[config.mk]
export PLATFORM = sky130hd
export DESIGN_NAME = lc3b_ctrl
export DESIGN_NICKNAME = d
export VERILOG_FILES = /design/src/design/lc3b_pkg.sv /design/src/design/lc3b_ctrl.sv
export SDC_FILE = /design/constraint.sdc
export NUM_CORES = 1
export LEC_CHECK = 0
export BUFFER_PORTS_ARGS = -buffer_cell sky130_fd_sc_hd__buf_2
export CAP_MARGIN = 20
export CORE_AREA = 2 2 39 41
export CTS_CLUSTER_DIAMETER = 60
export DETAILED_ROUTE_END_ITERATION = 16
export DIE_AREA = 0 0 41 43
export HOLD_SLACK_MARGIN = 0.06
export PLACE_DENSITY = 0.55
export RECOVER_POWER = 100
export SLEW_MARGIN = 20
export SYNTH_ARGS = -nofsm -noshare
export SYNTH_HDL_FRONTEND = slang
export SYNTH_SLANG_ARGS = --single-unit
[constraint.sdc]
create_clock -name clk -period 1.4 [get_ports clk]
set_input_delay 0.07 -clock clk [delete_from_list [all_inputs] [get_ports clk]]
set_output_delay 0.07 -clock clk [all_outputs]
set_load 0.01 [all_outputs]
[src/design/lc3b_pkg.sv]
// lc3b_pkg: shared types and constants for the LC-3b executor.
// No dependencies.
package lc3b_pkg;

  localparam int MEM_WORDS_DEF = 32768;

  localparam logic [3:0] OP_BR   = 4'h0;
  localparam logic [3:0] OP_ADD  = 4'h1;
  localparam logic [3:0] OP_LDB  = 4'h2;
  localparam logic [3:0] OP_STB  = 4'h3;
  localparam logic [3:0] OP_JSR  = 4'h4;
  localparam logic [3:0] OP_AND  = 4'h5;
  localparam logic [3:0] OP_LDW  = 4'h6;
  localparam logic [3:0] OP_STW  = 4'h7;
  localparam logic [3:0] OP_XOR  = 4'h9;
  localparam logic [3:0] OP_JMP  = 4'hC;
  localparam logic [3:0] OP_SHF  = 4'hD;
  localparam logic [3:0] OP_LEA  = 4'hE;
  localparam logic [3:0] OP_TRAP = 4'hF;

  localparam logic [1:0] SK_NONE = 2'd0;
  localparam logic [1:0] SK_BYTE = 2'd1;
  localparam logic [1:0] SK_WORD = 2'd2;

  localparam logic [2:0] CC_Z = 3'b010;

  typedef enum logic [2:0] {
    ST_CLEAR, ST_IDLE, ST_FETCH, ST_EXEC, ST_MEM, ST_DONE
  } state_t;

  // memory address source selection
  typedef enum logic [1:0] {
    MA_CLEAR, MA_PC, MA_DATA, MA_LOAD
  } maddr_sel_t;

  typedef struct packed {
    logic       clear_step; // write zero at clear counter
    logic       clear_init;
    maddr_sel_t maddr_sel;
    logic       mem_rd;
    logic       inst_load;  // latch fetched word
    logic       exec;       // evaluate instruction, latch results
    logic       finish;     // commit results of the memory step (load data or store)
    logic       load_item;  // commit load item
    logic       halt_item;
  } cmd_t;

  typedef struct packed {
    logic clear_done;
    logic pc_zero;
    logic needs_mem;  // instruction reads or writes memory after exec
  } status_t;

endpackage

[src/design/lc3b_ctrl.sv]
// lc3b_ctrl: sequencer for the LC-3b executor.
// Depends on lc3b_pkg.
module lc3b_ctrl (
  input  logic              clk,
  input  logic              rst,
  input  logic              in_valid,
  input  logic              func,
  output logic              in_ready,
  output logic              out_valid,
  input  logic              out_ready,
  input  lc3b_pkg::status_t sts,
  output lc3b_pkg::cmd_t    cmd
);
  import lc3b_pkg::*;

  state_t state, state_next;

  always_ff @(posedge clk) begin
    if (rst) begin
      state <= ST_CLEAR;
    end else begin
      state <= state_next;
    end
  end

  always_comb begin
    state_next = state;
    cmd        = '0;
    cmd.clear_init = rst;
    in_ready   = 1'b0;
    out_valid  = 1'b0;
    case (state)
      ST_CLEAR: begin
        cmd.clear_step = 1'b1;
        cmd.maddr_sel  = MA_CLEAR;
        if (sts.clear_done) state_next = ST_IDLE;
      end
      ST_IDLE: begin
        in_ready = 1'b1;
        if (in_valid) begin
          if (func) begin
            cmd.maddr_sel = MA_LOAD;
            cmd.load_item = 1'b1;
            state_next    = ST_DONE;
          end else if (sts.pc_zero) begin
            cmd.halt_item = 1'b1;
            state_next    = ST_DONE;
          end else begin
            cmd.maddr_sel = MA_PC;
            cmd.mem_rd    = 1'b1;
            state_next    = ST_FETCH;
          end
        end
      end
      ST_FETCH: begin
        cmd.inst_load = 1'b1;
        state_next    = ST_EXEC;
      end
      ST_EXEC: begin
        cmd.exec = 1'b1;
        state_next = sts.needs_mem ? ST_MEM : ST_DONE;
      end
      ST_MEM: begin
        cmd.maddr_sel = MA_DATA;
        cmd.mem_rd    = 1'b1;
        cmd.finish    = 1'b1;
        state_next    = ST_DONE;
      end
      ST_DONE: begin
        out_valid = 1'b1;
        if (out_ready) state_next = ST_IDLE;
      end
      default: state_next = ST_IDLE;
    endcase
  end

endmodule

==> impl_results.md, run 1 <==
* Status: finished clean
* Fraction of layout cells with a size suffix above 1 at 37.29%
* Cts bufs inserted at 3
* Rel. slew slack at 80.55%
* # DRC at 0
* Clock buffer depth at 2
* Critical path's top delay family: simple AND/OR/NAND/NOR gates
* Worst-skew pair later-pin latency at 230 ps
* CTS sink cnt at 3
* Top-area cell type share of the netlist area at a little under a quarter
* Synthesis-stage register bit count at 3
* Final Hold Fails at 0
* Die H at 43 um
* CORE AREA at 1384 um2
* Post-synthesis sequential area ratio at roughly 23%
* Pre-Repair DR Iteration Count at 4
* Worst hold slack at around 86 ps
* Most frequent cell after synthesis: a21oi_1
* Critical Path, Cell by Cell: nor3b_4, and3_1, or2_1, clkbuf_2
* Synth unique cells at 23
* Max Clk Rate at 762.2 MHz
* Worst Setup Path Type: register to output pin
* Arrival time worst endpoint at 1240 ps
* Initial Utilization at 18.72%
* # diodes at 0
* Drt first-iter violations at 6
* Vias/cell at 4.187
* Synth Instances at 35
* PwrDens at 860.6 nW/um2
* Routed WL at 688 um
* Finished layout cell area at between 400 and 500 um2
* Critical Path Max Stage Delay at between 300 and 400 ps
* Mapped Nets at between 40 and 50
* Asr flop ratio synth at 0%
* Mean Syn Cell Area at 7.400 um2
* Number of global-route vias before repair at around 260
* Final Wtd Congestion at approximately 0.70
* Top cells by area, synth: dfxtp_1 23%, a21oi_1 7.7%, a221oi_2 5.8%, nor3b_1 5.8%, nor3b_2 4.8%
* CP Capture Type: output pin
* Top_reg_cell synth: dfxtp_1
* CTS tree: built
* Fin nets at 68
* Top reg by flops: state
* CP max stage cell: dfxtp_4
* Yosys top cell by area: dfxtp_1
* Die footprint at 1763 um2
* Synth Cell Area at 259.0 um2
* Post-synth top cells: 4 x a21oi_1, 3 x dfxtp_1, 3 x inv_1, 3 x nand2_1, 3 x nor2_1
* Setup violators final at 0
* CP Max Fanout at 8
* RSZ-0062 raised after global routing: false
* Max reg flops at 3
* Via count at 314
* Hpwl dp at 522.9 um
* Die width at 41 um
* Least-Margin Pin Slew at 289.5 ps
* Global route overflow at 0
* Worst Path Required at 1330 ps
* Biggest regs: state (3)
* Fin. max-slew vios at 0
* Fill cells at 166
* # H-tree levels at 1
* Io pins at 20
* Wire per inst at around 9 um
* Post-synth EDFFs at 0
* Minimum clock period at about 1300 ps
* Max Cap Viol at 0
* Critical Path Start Type: register
* Worst-path clk slew at approximately 30 ps
* Gr usage total at 9.228%
* HP Class: primary input to register
* Max VDD drop at 0.0003349 V
* Ys Warns at 0
* Initial antenna violation count at 0
* First-pass GRT wire length at 1.083 mm
* Num rows at 14
* Largest net degree at the start of global routing at 13
* Fin crit share at 93.71%
* Dpl cell area at 361.6 um2
* Port buffer count at 19
* P_leak at 0.1850 nW
* CTS Root Cell: clkbuf_4
* CP Buf/Inv Count at 1
* Setup TNS at 0 ps
* ANT nets after route at 0
* Final Skew at 4.642 ps
* Area growth syn-to-layout at 60.39%
-- kinds of logic (layout without fill, tap and decap cells) --
group / after synthesis / count (layout) / synth area share, %
AND/OR/NAND/NOR: 19 / 19 / 44.93
AO/OA/AOI/OAI: 8 / 8 / 22.71
buffers and inverters: 5 / 29 / 9.178
flip-flops: 3 / 3 / 23.19
-- cells in the final DEF, fill, tap and decap left out --
cell	n
nand4b_1	1
and2b_2	1
and2_1	1
buf_4	2
nor3_1	1
nand3_1	1
dfxtp_2	2
a22oi_1	1
nand3b_1	1
a22o_1	1
buf_2	9
clkbuf_1	9
dfxtp_4	1
and3_1	1
clkbuf_2	2
a221oi_2	1
or2_1	1
nor3b_1	2
nor2b_1	1
inv_1	3
nor3b_4	1
nand2_1	3
nand2b_1	1
a211oi_1	1
dlygate4sd3_1	1
clkbuf_4	3
a21oi_1	4
nor2_1	3
-- path summary, 6_finish.rpt --
kind | from | endpoint | slack (ps) | depth (start not counted)
hold / removal | sts[2] | state[0]$_SDFFE_PP0P_ | 90 | 3
setup / recovery | state[0]$_SDFFE_PP0P_ | cmd[7] | 90 | 4
hold reg to reg | state[2]$_SDFFE_PP0P_ | state[1]$_SDFFE_PP0P_ | 540 | 1
setup reg to reg | state[2]$_SDFFE_PP0P_ | state[2]$_SDFFE_PP0P_ | 210 | 4
-- worst min-delay path, stage by stage --
cell and delay [ps]:
buf_2 100, inv_1 50, a221oi_2 50
-- per-layer routing --
layer	up-vias	track usage, %	wire [um]
met2	5	11.88	345
met4	0	6.000	0
met1	138	12.50	313
met5	-	0	0
li1	171	-	-
met3	0	3.141	28
-- report_power, final --
part,total (W),switching [W],internal [W]
registers,0.000106,0.0000132,0.0000927
logic,0.000102,0.0000500,0.0000519
clock network,0.000150,0.0000430,0.000107
-- through the flow --
step	std cells	power, W	utilization (%)	setup WS [ps]
after floorplan	35	0.0001584	-	199.4
after global placement	68	0.0001971	26.13	232.4
after detailed placement	68	0.0001970	26.13	218.2
after CTS	73	0.0003593	28.93	2.309
after global routing	75	0.0003900	30.02	10.45
final	75	0.0003575	30.02	88.04
-- layout make-up --
class | count | area (um2) | share of cell area (%)
tap | 16 | 20.02 | 4.819
timing repair buffer | 22 | 110.1 | 26.51
sequential | 3 | 66.31 | 15.96
multi-input combinational | 27 | 181.4 | 43.67
clock buffer | 4 | 26.28 | 6.325
inverter | 3 | 11.26 | 2.711
-- repair_timing --
item | CTS | global route
resized for setup | 2 | 3
hold endpoints to repair | 3 | 0
setup endpoints to repair | 2 | 4
hold buffers | 1 | 0
gates cloned | 0 | 0
buffers inserted | 0 | 2
No activity file was read; power rests on OpenSTA's default activity.
==> inputs of run 2 (changes only) <==
--- a/config.mk
+++ b/config.mk
@@ -11,6 +11,7 @@
 export CTS_CLUSTER_DIAMETER = 60
 export DETAILED_ROUTE_END_ITERATION = 16
 export DIE_AREA = 0 0 41 43
+export GPL_TIMING_DRIVEN = 0
 export HOLD_SLACK_MARGIN = 0.06
 export PLACE_DENSITY = 0.55
 export RECOVER_POWER = 100
==> run 2 against run 1 <==
  * Utilization increased by 0.72 points
  * Power decreased by 0.95%
  * Die area did not move
  * Cell count stayed put
  * Sequential power is essentially flat
  * Sequential cell count did not move
  * Critical path depth did not move
  * Clock power hardly changed
  * Cell area is 2.4% higher
  * Count of clock-buffer cells in the layout unchanged
  * Global-route usage shrank 0.19 points
==> impl_results.md, run 2 (synthesis gave the netlist of run 1 again) <==
* CP Max Fanout at 8
* Final Wtd Congestion at 0.6920
* # H-tree levels at 1
* Dpl cell area at 374.1 um2
* Final Skew at 2.518 ps
* Critical path's top delay family: simple AND/OR/NAND/NOR gates
* # DRC at 0
* Top reg by flops: state
* RSZ-0062 raised after global routing: false
* Die footprint at 1763 um2
* Fin nets at 68
* Worst-path clk slew at 40 ps
* Worst-skew pair later-pin latency at between 200 and 250 ps
* Clock buffer depth at 2
* First-pass GRT wire length at 1.083 mm
* Fraction of layout cells with a size suffix above 1 at 40.68%
* Rel. slew slack at 80.14%
* Biggest regs: state (3)
* Register area at between 60 and 70 um2
* Cts bufs inserted at 3
* Max Clk Rate at around 750 MHz
* Area growth syn-to-layout at 64.25%
* ANT nets after route at 0
* Fill cells at about 160
* Die width at 41 um
* Clock power frac at 42.1%
* Total power at 0.0003541 W
* Num rows at 14
* Core Util, Final at a little under a third
* Largest net degree at the start of global routing at 11
* Vias/cell at 4.333
* Fin crit share at 95.15%
* Multi-input logic area at ~190 um2
* Routed WL at 731 um
* Max Cap Viol at 0
* Arrival time worst endpoint at about 1300 ps
* Sequential cell fraction of total power at 29.6%
* Final Hold Fails at 0
* Critical Path Start Type: register
* Worst Path Required at 1330 ps
* Finished layout cell area at 425.4 um2
* HP Class: primary input to register
* CP Capture Type: output pin
* Global route overflow at 0
* Max VDD drop at about 0.00032 V
* Hpwl dp at 527.5 um
* Gr usage total at about 9%
* Minimum clock period at 1332 ps
* Worst Setup Path Type: register to output pin
* Max reg flops at 3
* CP Buf/Inv Count at 1
* CP max stage cell: dfxtp_4
* Part of the power in combinational logic at between 20% and 30%
* Worst hold slack at approximately 86 ps
* Setup TNS at 0 ps
* # diodes at 0
* Die H at 43 um
* Psw at 0.0001062 W
* CTS Root Cell: clkbuf_4
* Least-Margin Pin Slew at 295.6 ps
* Via count at 325
* Critical Path Max Stage Delay at 360 ps
* Pre-Repair DR Iteration Count at 4
* Initial antenna violation count at 0
* Status: finished clean
* Port buffer count at 19
* CTS tree: built
* Wire per inst at just under 10 um
* Initial Utilization at 18.72%
* Critical Path, Cell by Cell: nor3b_4, and3_1, or2_1, buf_2
* Drt first-iter violations at 3
* Setup violators final at 0
* Number of global-route vias before repair at 286
* Most frequent cells in the layout: 11 x buf_2, 8 x clkbuf_1, 4 x a21oi_1
* CTS sink cnt at 3
* P_leak at 0.1919 nW
* Commonest non-fill, non-tap cell in the layout: buf_2
* Io pins at 20
* Internal power at 0.0002479 W
* Switching part of the total at 30.00%
* CORE AREA at 1384 um2
* Fin. max-slew vios at 0
* PwrDens at 832.4 nW/um2
## run 2: worst register-to-register path, cell delays in order, from the launching register on
cell	delay, ps
dfxtp_2	410
and2b_2	280
a22oi_1	200
a21oi_1	100
## run 2: path summary, 6_finish.rpt
| path | from | end | slack (ps) | cells past startpoint |
|---|---|---|---|---|
| worst min-delay path | sts[2] | state[0]$_SDFFE_PP0P_ | 90 | 3 |
| worst max-delay path | state[0]$_SDFFE_PP0P_ | cmd[7] | 70 | 4 |
| worst min register to register | state[2]$_SDFFE_PP0P_ | state[1]$_SDFFE_PP0P_ | 540 | 1 |
| worst max register to register | state[2]$_SDFFE_PP0P_ | state[2]$_SDFFE_PP0P_ | 290 | 3 |
## run 2: power groups by stage
stage / Combinational [W] / Sequential (W) / Clock [W]
after CTS: 0.000102 / 0.000105 / 0.000159
after floorplan: 0.0000578 / 0.000101 / 0
after detailed placement: 0.0000964 / 0.000103 / 0
after global placement: 0.0000958 / 0.000103 / 0
final: 0.000100 / 0.000105 / 0.000149
after global routing: 0.000111 / 0.000106 / 0.000171
## run 2: per-layer routing
metal	track usage, %	part of all wire (%)	up-vias	wire length, um
met5	0	0	-	0
met4	4.000	0	0	0
met3	4.712	5.7	0	42
met2	14.37	54	7	398
met1	9.325	40	147	291
li1	-	-	171	-
## run 2: timing repair
item	CTS	global route
endpoints found under the hold margin	3	0
setup buffers	0	0
endpoints found under the setup margin	2	2
hold buffers	1	0
gates resized for setup	5	3
## run 2: metrics by stage
stage | instances | worst slack, ps
6_report | 75 | 67.93
5_1_grt | 75 | 3.852
4_1_cts | 75 | 38.58
3_5_place_dp | 70 | 202.6
3_3_place_gp | 70 | 233.9
2_1_floorplan | 35 | 199.4
## run 2: area by class of cell
cell class | instances | area share, %
timing repair buffer | 20 | 22.65
multi-input combinational | 27 | 43.82
inverter | 3 | 2.647
sequential | 3 | 15.59
tap | 16 | 4.706
clock buffer | 4 | 6.176
buffer | 2 | 4.412
